## src/hdl/tsm_pkg.sv

```systemverilog
// ----------------------------------------------------------------------------
// tsm_pkg - shared types, sizes and ring-address helpers
// Field widths, buffer and stream sizes, the held-word type and the
// control group passed to the watermark unit.
// ----------------------------------------------------------------------------
package tsm_pkg;

   localparam int MAX_STREAMS  = 8;
   localparam int BUFFER_DEPTH = 32;
   localparam int TIME_W       = 64;
   localparam int ID_W         = 8;
   localparam int PAY_W        = 32;
   localparam int SIDX_W       = 3;
   localparam int NCFG_W       = 4;

   localparam int ADDR_W  = (BUFFER_DEPTH > 1) ? $clog2(BUFFER_DEPTH) : 1;
   localparam int CNT_W   = $clog2(BUFFER_DEPTH + 1);
   localparam int SADDR_W = (MAX_STREAMS > 1) ? $clog2(MAX_STREAMS) : 1;
   localparam int SCNT_W  = $clog2(MAX_STREAMS + 1);

   typedef struct packed {
      logic [TIME_W-1:0] ev_time;
      logic [ID_W-1:0]   ev_id;
      logic [PAY_W-1:0]  ev_payload;
   } entry_type;

   typedef struct packed {
      logic               upd;
      logic [SADDR_W-1:0] upd_idx;
      logic [TIME_W-1:0]  upd_time;
      logic               go;
   } wm_ctl_type;

   function automatic logic [ADDR_W-1:0] ring_inc(input logic [ADDR_W-1:0] a);
      logic [ADDR_W-1:0] r;
      if (a == ADDR_W'(BUFFER_DEPTH - 1)) r = '0;
      else r = a + ADDR_W'(1);
      return r;
   endfunction

   function automatic logic [ADDR_W-1:0] ring_dec(input logic [ADDR_W-1:0] a);
      logic [ADDR_W-1:0] r;
      if (a == '0) r = ADDR_W'(BUFFER_DEPTH - 1);
      else r = a - ADDR_W'(1);
      return r;
   endfunction

   function automatic logic [ADDR_W-1:0] ring_add(input logic [ADDR_W-1:0] a,
                                                  input logic [CNT_W-1:0]  c);
      logic [CNT_W:0] sum;
      sum = (CNT_W + 1)'(a) + (CNT_W + 1)'(c);
      if (sum >= (CNT_W + 1)'(BUFFER_DEPTH)) sum = sum - (CNT_W + 1)'(BUFFER_DEPTH);
      return sum[ADDR_W-1:0];
   endfunction

endpackage

```

## src/hdl/tsm_watermark.sv

```systemverilog
// ----------------------------------------------------------------------------
// tsm_watermark - latest-time table and iterative minimum
// Holds each stream's latest timestamp and walks the configured streams
// one a cycle through a single comparator to find the watermark.
// ----------------------------------------------------------------------------
module tsm_watermark (
   input  logic                       clock,
   input  logic                       reset,
   input  tsm_pkg::wm_ctl_type        ctl,
   input  logic [tsm_pkg::SCNT_W-1:0] num_eff,
   output logic [tsm_pkg::TIME_W-1:0] mark,
   output logic                       done
);
   import tsm_pkg::*;

   logic [TIME_W-1:0] latest_ff [MAX_STREAMS];
   logic [TIME_W-1:0] mark_ff, mark_in;
   logic [SCNT_W-1:0] idx_ff, idx_in;
   logic              run_ff, run_in;
   logic [TIME_W-1:0] cand;
   logic              more;

   assign more = idx_ff < num_eff;
   assign cand = latest_ff[idx_ff[SADDR_W-1:0]];
   assign done = run_ff && !more;

   always_comb begin
      mark_in = mark_ff;
      idx_in  = idx_ff;
      run_in  = run_ff;
      if (ctl.go) begin
         if (ctl.upd && ctl.upd_idx == '0) mark_in = ctl.upd_time;
         else mark_in = latest_ff[0];
         idx_in = SCNT_W'(1);
         run_in = 1'b1;
      end else if (run_ff) begin
         if (more) begin
            if (cand < mark_ff) mark_in = cand;
            idx_in = idx_ff + SCNT_W'(1);
         end else begin
            run_in = 1'b0;
         end
      end
   end

   always_ff @(posedge clock) begin
      if (reset) begin
         for (int k = 0; k < MAX_STREAMS; k++) latest_ff[k] <= '0;
         run_ff <= 1'b0;
         idx_ff <= '0;
      end else begin
         if (ctl.upd) latest_ff[ctl.upd_idx] <= ctl.upd_time;
         run_ff <= run_in;
         idx_ff <= idx_in;
      end
      mark_ff <= mark_in;
   end

   assign mark = mark_ff;

   a_go_only_when_free: assert property (@(posedge clock) disable iff (reset)
      ctl.go |-> !run_ff) else $error("watermark restarted while running");

   a_done_pulse: assert property (@(posedge clock) disable iff (reset)
      done |=> !done) else $error("watermark done held longer than a cycle");

   a_idx_bound: assert property (@(posedge clock) disable iff (reset)
      run_ff |-> idx_ff <= SCNT_W'(MAX_STREAMS)) else $error("stream walk overran");

endmodule

```

## config.mk

```make
export PLATFORM = sky130hd
export DESIGN_NAME = tsm_watermark
export DESIGN_NICKNAME = d
export VERILOG_FILES = /design/src/hdl/tsm_pkg.sv /design/src/hdl/tsm_watermark.sv
export SDC_FILE = /design/constraint.sdc
export NUM_CORES = 1
export LEC_CHECK = 0
export ABC_AREA = 1
export CORE_MARGIN = 2
export CORE_UTILIZATION = 50
export CTS_CLUSTER_DIAMETER = 100
export DETAILED_ROUTE_END_ITERATION = 10
export DONT_BUFFER_PORTS = 1
export HOLD_SLACK_MARGIN = 0.08
export RECOVER_POWER = 25
export SLEW_MARGIN = 20
export SYNTH_ARGS = -nofsm -noshare
export SYNTH_HDL_FRONTEND = slang
export SYNTH_SLANG_ARGS = --single-unit
```

## constraint.sdc

```tcl
create_clock -name clock -period 11.7 [get_ports clock]
set_input_delay 1.17 -clock clock [delete_from_list [all_inputs] [get_ports clock]]
set_output_delay 1.17 -clock clock [all_outputs]
set_load 0.02 [all_outputs]
```

# --- After elaboration in Yosys (flattened, before gate mapping) ---
# Memory sizes are Yosys's and may differ from the RTL's.
# Cells that the tools add are included.
totals:
  ramBits: 512
  memories: 1
  reg_bits: 69
  input_bits: 75
  output_inout_bits: 65
classes:
  n_addsub: 1
  mux: 19
  n_reduce_logical: 12
  order_cmp: 2
mem_list:
  columns: ["memory", "words", "width", "rd", "rd_ports_with_merged_regs", "write_ports", "line_no", "source"]
  rows:
  - ["latest_ff", 8, 64, 2, 0, 8, "tsm_watermark.sv:16", "logic [TIME_W-1:0] latest_ff [MAX_STREAMS];"]
ops:
  columns: ["cell", "count"]
  rows:
  - ["$mux 64", 6]
  - ["$lt 64x64->1", 1]
  - ["$reduce_or 64->1", 1]
  - ["$mux 1", 12]
  - ["$reduce_bool 2->1", 3]
  - ["$add 4x1->4 const B", 1]
  - ["$lt 4x4->1", 1]
  - ["$reduce_and 2->1", 2]
  - ["$logic_not 3->1", 1]
  - ["$mux 3", 1]
  - ["$reduce_and 3->1", 1]
  - ["$logic_and 1x1->1", 2]
  - ["$reduce_or 2->1", 1]
  - ["$logic_not 1->1", 1]

# --- Depth between registers and ports, before layout ---
# Gate-level depths: netlist of the first run.
# An unclocked memory read counts as a cell.
logic_depth:
  word_depth: 6
  ltp_mapped: 23

# --- Least setup slack after synthesis of the first run ---
# OpenSTA, ideal clock, no wires.
synth_path:
  kind: "reg-to-reg"
  start: "register idx_ff[0]"
  end: "register mark_ff[0], in the netlist mark[0], enable pin"
  arrival_time_ns: 3.825
  path_stages_with_launch: 19
  n_path_buf: 4
  setup_time_ns: 0.424
  path_slack_ns: 7.452
  required_ns: 11.276
  cell_sequence: "dfxtp_1 > inv_2 > buf_6 > buf_6 > buf_12 > buf_6 > nor2_1 > o22ai_1 > nor2_1 > a31oi_2 > ha_1 > a21oi_1 > nor2_1 > a211oi_1 > o221ai_1 > a21oi_1 > nor3b_1 > nand2_1 > nand2_1"
synth_via:
  elab_chain_cells: 4
  word_cells_on_any_way: 6
synth_lines:
  columns: ["element", "line_no", "source"]
  rows:
  - ["from (decl)", "tsm_watermark.sv:18", "logic [SCNT_W-1:0] idx_ff, idx_in;"]
  - ["from (signal assigned)", "tsm_watermark.sv:54", "idx_ff <= idx_in;"]
  - ["$mem_v2 8x64", null, null]
  - ["$lt 64x64->1", "tsm_watermark.sv:38", "if (cand < mark_ff) mark_in = cand;"]
  - ["$reduce_bool 2->1 (no source line)", null, null]
  - ["$reduce_and 3->1 (no source line) (*)", null, null]
  - ["to (signal assigned)", "tsm_watermark.sv:56", "mark_ff <= mark_in;"]
  - ["to (decl)", "tsm_watermark.sv:17", "logic [TIME_W-1:0] mark_ff, mark_in;"]
# Mark *: on every way between the ends. The rest lies on a longest branch, timed or not.
# A chain may end at the register's enable or synchronous reset.

==> results of run 1 <==
-- worst max-delay path by stage --
stage,start,to,slack [ns],depth (start not counted)
after floorplan,idx_ff[0],mark[0],7.45,18
after global placement,idx_ff[0],mark[27],6.18,17
after detailed placement,idx_ff[0],mark[27],6.12,17
after CTS,idx_ff[0],mark[25],6.12,17
after global routing,ctl[66],latest_ff[0][28],4.54,4
final,ctl[66],latest_ff[0][28],5.01,4
-- logic make-up (layout without fill, tap and decap cells) --
kind of cell / count (synthesis) / in the layout / synth area share, %
DFF: 581 / 581 / 62.9
AOI/OAI and AO/OA: 623 / 623 / 13.3
buffers and inverters: 407 / 367 / 6.10
adders and majority gates: 67 / 67 / 3.03
and+or+nand+nor: 1065 / 1065 / 14.7
-- cells in the final DEF (no fill, tap or decap), drive strengths merged, types with 6 or more instances in the layout --
cell	instances
nand3	9
nor2	841
o22ai	63
inv	224
nor3	6
buf	26
clkinv	35
a31oi	64
nand2	195
o21ai	321
clkbuf	75
ha	67
edfxtp	576
nand4	7
a21oi	158
-- synthesized netlist by cell type --
| library cell | instances |
|---|---|
| dfxtp_1 | 5 |
| o211ai_1 | 1 |
| buf_1 | 19 |
| nor3b_1 | 3 |
| inv_2 | 72 |
| o22ai_1 | 63 |
| nor4_1 | 4 |
| nand3_1 | 9 |
| o21ai_0 | 246 |
| a211oi_1 | 5 |
| buf_4 | 2 |
| a21oi_1 | 158 |
| o221ai_1 | 4 |
| nor2_2 | 1 |
| nor3_1 | 6 |
| ha_1 | 67 |
| o211ai_2 | 1 |
| buf_2 | 19 |
| o21ai_1 | 75 |
| a31oi_1 | 7 |
| inv_1 | 153 |
| edfxtp_1 | 576 |
| o21a_1 | 4 |
| nor2_1 | 840 |
| nand4_1 | 7 |
| buf_6 | 15 |
| o221a_2 | 1 |
| clkbuf_1 | 126 |
| nand2_1 | 195 |
| a21boi_1 | 1 |
| a31oi_2 | 57 |
| buf_12 | 1 |
-- routing by layer --
layer | routed length [um] | vias to the layer above
li1 | - | 9205
met1 | 31900 | 9649
met2 | 36000 | 676
met3 | 5680 | 135
met4 | 2240 | 0
met5 | 0 | -
-- power breakdown --
part           internal, mW  switching, mW
combinational         0.166          0.384
clock                  1.03          0.809
sequential             2.45          0.104
total                  3.65           1.30
-- critical path, delay by kind of cell --
family / cells / cell delay [ns]
buffers and inverters: 1 / 3.64
AND/OR/NAND/NOR: 3 / 1.92
-- metrics by stage --
step / instances / setup slack (ns) / power [mW] / instance area [sq um]
after global placement: 3295 / 6.18 / 3.13 / 28100
after CTS: 3407 / 6.12 / 4.97 / 29900
final: 3407 / 5.01 / 4.95 / 29900
after detailed placement: 3295 / 6.12 / 3.15 / 28100
after floorplan: 2743 / 7.45 / 2.98 / 27700
after global routing: 3407 / 4.54 / 5.13 / 29900
-- sequential cells by signal, indices dropped and copies added, names as in the netlist --
| name | flops |
|---|---|
| latest_ff | 512 |
| idx_ff | 4 |
| mark | 64 |
| run_ff | 1 |
-- layout make-up --
cell class | count | area, sq um | area share [%]
multi-input combinational | 1755 | 8670 | 29.0
timing repair buffer | 30 | 210 | 0.704
tap | 704 | 881 | 2.95
clock inverter | 41 | 285 | 0.955
sequential | 581 | 17400 | 58.3
inverter | 225 | 858 | 2.87
clock buffer | 71 | 1560 | 5.24
==> flow_summary.json, run 1 <==
{
  "status": "finished, violations left",
  "violations": "capacitance limit, slew limit",
  "wl_per_cell_um": 22.3,
  "holdWs_ns": 0.604,
  "crit_chain": "nor2_1 -> nand3_1 -> nand2_4 -> clkbuf_1",
  "cts_sinks": 581,
  "synth_top_area_share_pct": 62.5,
  "drt-initial-drc-count": 1659,
  "rows": 86,
  "synth_top_cells_by_area": "edfxtp_1 (63%), nor2_1 (11%), o21ai_0 (4.4%), ha_1 (3.0%), a21oi_1 (2.9%)",
  "viasPerCell": 5.77,
  "area_growth_pct": 7.96,
  "ys_types": 32,
  "drcViolationCount": 0,
  "crit_type": "in2reg",
  "hp-class": "in2reg",
  "dieWidth_um": 239,
  "grt_overflow": 0,
  "min_period_over_period_pct": 57.2,
  "drive_gt1_share_pct": 9.40,
  "worst_r2r_path_depth": 16,
  "timing.rr.start": "idx_ff[0]",
  "setup_violations": 0,
  "crit_required_ns": 11.78,
  "hold_end": "run_ff",
  "reg2reg_setup_slack_ns": 6.40,
  "power.leakage_nw": 11.4,
  "cts_tree": "built",
  "ir_worst_vdd_v": 0.000118,
  "powerDensity_mw_per_mm2": 166,
  "gr-max-usage-layer": "met2",
  "nNetsFinal": 2795,
  "synthesis.nets": 2885,
  "drtAntennaViolNets": 0,
  "pin_count": 140,
  "grt_util_met2_pct": 43.9,
  "period_needed_ns": 6.69,
  "dieArea_sq_mm": 0.0572,
  "cp-start-kind": "primary input",
  "ys_ff_latch": 581,
  "arrival_ns": 6.78,
  "finalClockSkew_ns": 0.0182,
  "grt_pass1_vias": 19337,
  "grt_use_total_pct": 26.6,
  "antenna_found_initial": 0,
  "tightest_slew_ns": 5.15,
  "io_buffers": 0,
  "diodes": 0,
  "finish.utilization_pct": 54.4,
  "synth_area_per_cell_sq_um": 10.1,
  "root_buffer": "clkbuf_16",
  "r2r-end": "mark[25]",
  "dr.pass1.iters": 6,
  "num_vias": 19665,
  "wirelength_um": 75900,
  "ctsHtreeMaxLevel": 2,
  "clock.fmax_mhz": 149,
  "cts_resized": 0,
  "fill_cells": 4826,
  "crit_fanout": 64,
  "grt_max_degree": 132,
  "synth_warnings": 0,
  "yosys.area.top_type": "edfxtp_1",
  "cts_buffers": 60,
  "rsz0062_at_grt": "no",
  "start_util_pct": 50.4,
  "gp_congestion": 0.784,
  "core_area_sq_mm": 0.0549,
  "synthCells": 2743,
  "cpMaxStageDelayCell": "clkbuf_1",
  "cts_setup_buffers": 0,
  "slew_viol_final": 280,
  "maxCapViolations": 6,
  "slew_headroom_pct": -244,
  "tns_ns": 0,
  "grt_first_pass_wirelength_um": 115000,
  "gr-usage-met1_pct": 35.4,
  "clockBufferDepth": 3,
  "holdPathStages": 1,
  "endpoint_kind": "flop",
  "seq_area_frac_synth_pct": 62.9,
  "grt_use_met3_pct": 5.11,
  "worstHoldStart": "reset",
  "hpwl_um": 40000,
  "worstSkewPairLatency_ns": 0.63,
  "max_stage_delay_ns": 3.64,
  "hold_violations": 0,
  "synthesis.area_sq_mm": 0.0277,
  "clk_pin_slew_worst_paths_ns": 0.07,
  "die_h_um": 239,
  "ctsHoldBuffers": 0
}
(Power assumes the default switching activity.)
==> run 2: changes to the inputs <==
--- a/config.mk
+++ b/config.mk
@@ -12,6 +12,7 @@
 export DETAILED_ROUTE_END_ITERATION = 10
 export DONT_BUFFER_PORTS = 1
 export HOLD_SLACK_MARGIN = 0.08
+export PLACE_DENSITY = 0.68
 export RECOVER_POWER = 25
 export SLEW_MARGIN = 20
 export SYNTH_ARGS = -nofsm -noshare
==> constraint.sdc (replaced) <==
create_clock -name clock -period 5.61 [get_ports clock]
set_input_delay 0.561 -clock clock [delete_from_list [all_inputs] [get_ports clock]]
set_output_delay 0.561 -clock clock [all_outputs]
set_load 0.02 [all_outputs]
==> run 2 against run 1 <==
Effect of this change:
- the run still ends with capacitance limit, slew limit left
- register-to-register slack got worse by 5.7 ns
- critical path type is now reg2reg
- largest cell class unchanged
- worst hold slack worse by 0.45 ns
- non-clock buffer count is 12 higher
- combinational power is 110% higher
- critical endpoint is now mark[21]
- worst setup slack got worse by 4.4 ns
- clock skew is 0.0083 ns higher
- clock-buffer cell count is 2 lower
- via count increased by 1.1%
- wire length shrank 1.7%
- sequential power grew 110%
==> flow_summary.json, run 2 (synthesis gave the netlist of run 1 again) <==
{
  "drt-initial-drc-count": 1825,
  "crit_type": "reg2reg",
  "period_needed_ns": 4.96,
  "worst_r2r_path_depth": 16,
  "top_register": "latest_ff",
  "wl_met1_um": 29100,
  "pre_cts_slack_ns": 0.709,
  "status": "finished, violations left",
  "ctsHtreeMaxLevel": 2,
  "clock.fmax_mhz": 202,
  "slew_headroom_pct": -203,
  "io_buffers": 0,
  "clockBufferDepth": 3,
  "top_layer_used": "met5",
  "fin_ws_ns": 0.654,
  "drive_gt1_share_pct": 9.86,
  "cts_tree": "built",
  "gp_congestion": 0.803,
  "fin_area_sq_mm": 0.0300,
  "dieWidth_um": 239,
  "maxCapViolations": 6,
  "dr_wl_met2_um": 36100,
  "rows": 86,
  "grt_first_pass_wirelength_um": 115000,
  "arrival_ns": 5.19,
  "worstSkewPairLatency_ns": 0.62,
  "reg2reg_setup_slack_ns": 0.65,
  "final_cell_mix": "nor2_1 (840), edfxtp_1 (576), o21ai_0 (246)",
  "slew_viol_final": 392,
  "min_period_over_period_pct": 88.3,
  "place_area_sq_mm": 0.0282,
  "core_area_sq_mm": 0.0549,
  "hold_violations": 0,
  "placed_cells": 3306,
  "cts_setup_buffers": 0,
  "wl_per_cell_um": 21.8,
  "finalClockSkew_ns": 0.0266,
  "clk_pin_slew_worst_paths_ns": 0.07,
  "setup_violations": 0,
  "fill_cells": 4741,
  "wirelength_um": 74600,
  "grt_overflow": 0,
  "pin_count": 140,
  "tightest_slew_ns": 4.54,
  "endpoint_kind": "flop",
  "root_buffer": "clkbuf_16",
  "start_util_pct": 50.4,
  "grt_use_total_pct": 26.3,
  "dr.pass1.iters": 6,
  "drtAntennaViolNets": 0,
  "power.leakage_nw": 11.5,
  "cp-start-kind": "flop",
  "cts_buffers": 58,
  "grt_pass1_vias": 19800,
  "viasPerCell": 5.82,
  "largest_reg_flops": 512,
  "violations": "capacitance limit, slew limit",
  "rsz0062_at_grt": "no",
  "crit_fanout": 167,
  "final_common_cell": "nor2_1",
  "tns_ns": 0,
  "drcViolationCount": 0,
  "power_mw": 10.4,
  "finalNonFillerCells": 3414,
  "ir_worst_vdd_v": 0.000232,
  "dieArea_sq_mm": 0.0572,
  "num_vias": 19877,
  "nNetsFinal": 2805,
  "cts_sinks": 581,
  "met3WireLength_um": 6810,
  "grt_max_degree": 196,
  "holdPathStages": 2,
  "hpwl_um": 39900,
  "powerDensity_mw_per_mm2": 345,
  "antenna_found_initial": 3,
  "die_h_um": 239,
  "hp-class": "in2reg",
  "crit_required_ns": 5.84,
  "area_growth_pct": 8.54
}
run 2: cell count changes in the layout (fill, tap and decap cells not counted), sizes merged:
cell	previous run	this run
inv	224	225
buf	26	35
dlygate4sd3	0	1
bufinv	4	7
diode	0	2
clkinvlp	3	2
clkinv	35	27
run 2: metal layers:
metal  vias up  global-route usage, %
li1       9212                      -
met1      9662                   33.0
met2       831                   43.8
met3       168                   6.25
met4         4                   10.9
met5         -                      0
run 2: final cells by class:
class	instances	area, sq um	area share [%]
clock buffers	69	1490	4.97
inverters	225	858	2.86
well taps	704	881	2.93
multi-input cells	1755	8680	28.9
flip-flops and latches	581	17400	58.0
clock inverters	36	360	1.20
repair buffers	42	348	1.16
diodes	2	5.00	0.0167
run 2: repair_timing:
action / CTS / global route
hold endpoints to repair: 1 / 0
hold buffers: 1 / 0
resized for setup: 0 / 0
run 2: critical path, stage by stage, from the launching register on:
cell      delay (ns)
dfxtp_4         0.37
inv_8           0.64
buf_4           0.43
o21ai_0         0.14
o22ai_1         0.14
nor2_1          0.08
a31oi_2         0.22
ha_1            0.28
nand2_1         0.09
nor2_1          0.05
a211oi_1        0.21
o221ai_1        0.16
a21oi_1         0.17
nor3b_1         0.25
nand2_1         0.13
nand2_4         0.37
buf_4           0.71
run 2: final timing paths:
path / start / end
worst max-delay path: idx_ff[0] / mark[21]
worst max register to register: idx_ff[0] / mark[21]
worst min-delay path: ctl[8] / mark[7]
worst min register to register: idx_ff[3] / idx_ff[3]
run 2: power breakdown:
group / internal, mW / leakage (nW) / switching, mW
sequential: 5.11 / 5.60 / 0.210
clock: 2.21 / 0.901 / 1.66
combinational: 0.361 / 4.96 / 0.804
total: 7.68 / 11.5 / 2.68
run 2: through the flow:
stage	utilization [%]	hold slack [ns]
2_1_floorplan	-	0.566
3_3_place_gp	51.4	0.587
3_5_place_dp	51.4	0.615
4_1_cts	54.8	0.133
5_1_grt	54.7	0.158
6_report	54.7	0.157
==> run 3: changes to the inputs <==
--- a/config.mk
+++ b/config.mk
@@ -5,7 +5,7 @@
 export SDC_FILE = /design/constraint.sdc
 export NUM_CORES = 1
 export LEC_CHECK = 0
-export ABC_AREA = 1
+export CORE_ASPECT_RATIO = 1.4
 export CORE_MARGIN = 2
 export CORE_UTILIZATION = 50
 export CTS_CLUSTER_DIAMETER = 100
==> run 3 against run 2 <==
Effect of this change:
- the flow still finishes with violations (capacitance limit, slew limit)
- highest routed layer is now met4
- worst setup slack improved by 0.21 ns
- largest cell class unchanged
- first-iteration DRC count decreased by 33%
- core utilization increased by 0.82 points
- fmax increased by 4.5%
- largest power group unchanged
==> flow_summary.json, run 3 <==
{
  "status": "finished, violations left",
  "violations": "capacitance limit, slew limit",
  "ctsHtreeMaxLevel": 2,
  "drt-initial-drc-count": 1224,
  "synthesis.area_sq_mm": 0.0277,
  "synth_area_per_cell_sq_um": 14.3,
  "drive_gt1_share_pct": 16.8,
  "ys_types": 42,
  "synth_edf_count": 576,
  "worst_r2r_path_depth": 11,
  "synth_xor_area_share_pct": 0.0948,
  "slew_viol_final": 368,
  "antenna_found_initial": 0,
  "crit_fanout": 45,
  "core_area_sq_mm": 0.0550,
  "grt_use_total_pct": 25.8,
  "synth_fa_ha_area_share_pct": 3.02,
  "clockBufferDepth": 3,
  "diodes": 0,
  "drtAntennaViolNets": 0,
  "tightest_slew_ns": 4.46,
  "cp-start-kind": "flop",
  "grt_overflow": 0,
  "yosysMostFrequentCell": "edfxtp_1",
  "grt_first_pass_wirelength_um": 108000,
  "synth_flop_cell": "edfxtp_1",
  "io_buffers": 0,
  "cpMaxStageDelayCell": "dfxtp_4",
  "pin_count": 140,
  "endpoint_kind": "flop",
  "hp-class": "in2reg",
  "fill_cells": 4335,
  "largest_reg_flops": 512,
  "seq_area_frac_synth_pct": 62.8,
  "power.leakage_nw": 10.9,
  "crit_buf_inv": 3,
  "tns_ns": 0,
  "wl_per_cell_um": 27.2,
  "dieArea_sq_mm": 0.0574,
  "crit_required_ns": 5.91,
  "rsz0062_at_grt": "no",
  "grt_pass1_vias": 16676,
  "setup_violations": 0,
  "dr.pass1.iters": 5,
  "rows": 102,
  "period_needed_ns": 4.74,
  "hold_end": "latest_ff[3][36]",
  "crit_family": "flip-flops",
  "synth_top_cells_by_area": "edfxtp_1 (62%), and2_1 (12%), mux4_2 (10%), ha_1 (3.0%), mux2_2 (2.6%)",
  "synthCells": 1936,
  "synthArstFlopShare_pct": 0,
  "synthesis.nets": 2078,
  "die_h_um": 283,
  "ir_worst_vdd_v": 0.000248,
  "worstSkewPairLatency_ns": 0.60,
  "final_common_cell": "edfxtp_1",
  "finalClockSkew_ns": 0.0175,
  "cts_buffers": 55,
  "cts_resized": 0,
  "num_vias": 15893,
  "worstHoldStart": "ctl[37]",
  "dieWidth_um": 203,
  "crit_chain": "mux4_2 -> mux2_2 -> ha_1 -> nand4_1 -> a21oi_1 -> a2111oi_0 -> buf_4 -> a41oi_1 -> nor3_4 -> buf_12 -> buf_12",
  "synth_top_family_by_area": "simple AND/OR/NAND/NOR gates",
  "synth_top_area_share_pct": 62.4,
  "synth_compound_area_share_pct": 2.82,
  "cts_sinks": 581,
  "wirelength_um": 73300,
  "r2r-end": "mark[9]",
  "viasPerCell": 5.90,
  "clock.fmax_mhz": 211,
  "top_register": "latest_ff",
  "synth_top_cells_by_count": "edfxtp_1 (576), and2_1 (512), nand2_1 (139), mux4_2 (128), clkbuf_1 (103)",
  "arrival_ns": 5.04,
  "max_stage_delay_ns": 1.01,
  "ys_ff_latch": 581,
  "cp_common_cell": "buf_12",
  "root_buffer": "clkbuf_16",
  "nNetsFinal": 2061,
  "start_util_pct": 50.4,
  "holdWs_ns": 0.155,
  "gp_congestion": 0.802,
  "cts_tree": "built",
  "area_growth_pct": 10.2,
  "powerDensity_mw_per_mm2": 334,
  "hpwl_um": 40700,
  "crit_type": "reg2reg",
  "holdPathStages": 1,
  "yosys.area.top_type": "edfxtp_1",
  "slew_headroom_pct": -197,
  "hold_violations": 0,
  "min_period_over_period_pct": 84.5,
  "final_cell_mix": "edfxtp_1 (576), and2_1 (473), nand2_1 (139)",
  "drcViolationCount": 0,
  "synthMuxAreaShare_pct": 13.0,
  "yosys.area_share.simple_pct": 15.6,
  "clk_pin_slew_worst_paths_ns": 0.06,
  "reg2reg_setup_slack_ns": 0.87,
  "grt_max_degree": 136,
  "synth_warnings": 0,
  "maxCapViolations": 8,
  "timing.rr.start": "idx_ff[0]"
}
[run 3: changes by cell type in the layout (fill, tap and decap cells not counted), sizes merged, moves of 64 or more]
cell and delta:
o21ai -316, a21oi -137, mux4 +128, nor2 -754
inv -158, and2 +512, mux2 +64
[run 3: worst max path at each step]
stage / from / end / slack (ns) / depth (start not counted)
finish: idx_ff[0] / mark[9] / 0.87 / 11
global placement: idx_ff[0] / mark[10] / 0.75 / 11
detailed placement: idx_ff[0] / mark[10] / 0.76 / 11
floorplan: idx_ff[0] / mark[0] / 0.66 / 12
CTS: idx_ff[0] / mark[21] / 0.76 / 11
global route: idx_ff[0] / mark[15] / 0.61 / 12
[run 3: kinds of logic (layout without fill, tap and decap cells)]
kind of cell	after synthesis	count (layout)
AOI/OAI and AO/OA	121	121
buffers and inverters	188	216
DFF	581	581
muxes	193	193
and+or+nand+nor	783	783
adders and majority gates	67	67
xor gates and xnor gates	3	3
[run 3: final cells by class]
type / instances / area (sq um) / area share [%]
Clock inverter: 28 / 362 / 1.18
Tap cell: 728 / 911 / 2.98
Timing Repair Buffer: 47 / 457 / 1.49
Sequential cell: 581 / 17400 / 57.0
Clock buffer: 74 / 1510 / 4.94
Multi-Input combinational cell: 1167 / 9660 / 31.6
Inverter: 67 / 251 / 0.823
[run 3: power breakdown]
part           switching, mW  internal, mW  total, mW
registers              0.233          5.11       5.34
logic                  0.512         0.442      0.954
clock network           1.62          2.30       3.91
total                   2.36          7.84       10.2
[run 3: metal layers]
layer | vias up | routed length, um | GRT usage [%]
li1 | 7029 | - | -
met1 | 8189 | 27100 | 30.0
met2 | 538 | 39300 | 48.3
met3 | 137 | 4640 | 4.38
met4 | 0 | 2230 | 8.50
met5 | - | 0 | 0
[run 3: through the flow]
step / cell area (sq um) / power, mW / util [%] / worst slack (ns) / instances
floorplan: 27700 / 6.04 / - / 0.663 / 1936
global placement: 28700 / 6.36 / 52.2 / 0.752 / 2589
detailed placement: 28700 / 6.39 / 52.2 / 0.761 / 2589
CTS: 30600 / 10.3 / 55.6 / 0.756 / 2692
global route: 30600 / 10.5 / 55.5 / 0.611 / 2692
finish: 30600 / 10.2 / 55.5 / 0.869 / 2692
[run 3: what timing repair did]
item | in CTS | in global routing
buffers inserted | 0 | 0
hold buffers | 1 | 0
endpoints found under the hold margin | 5 | 0
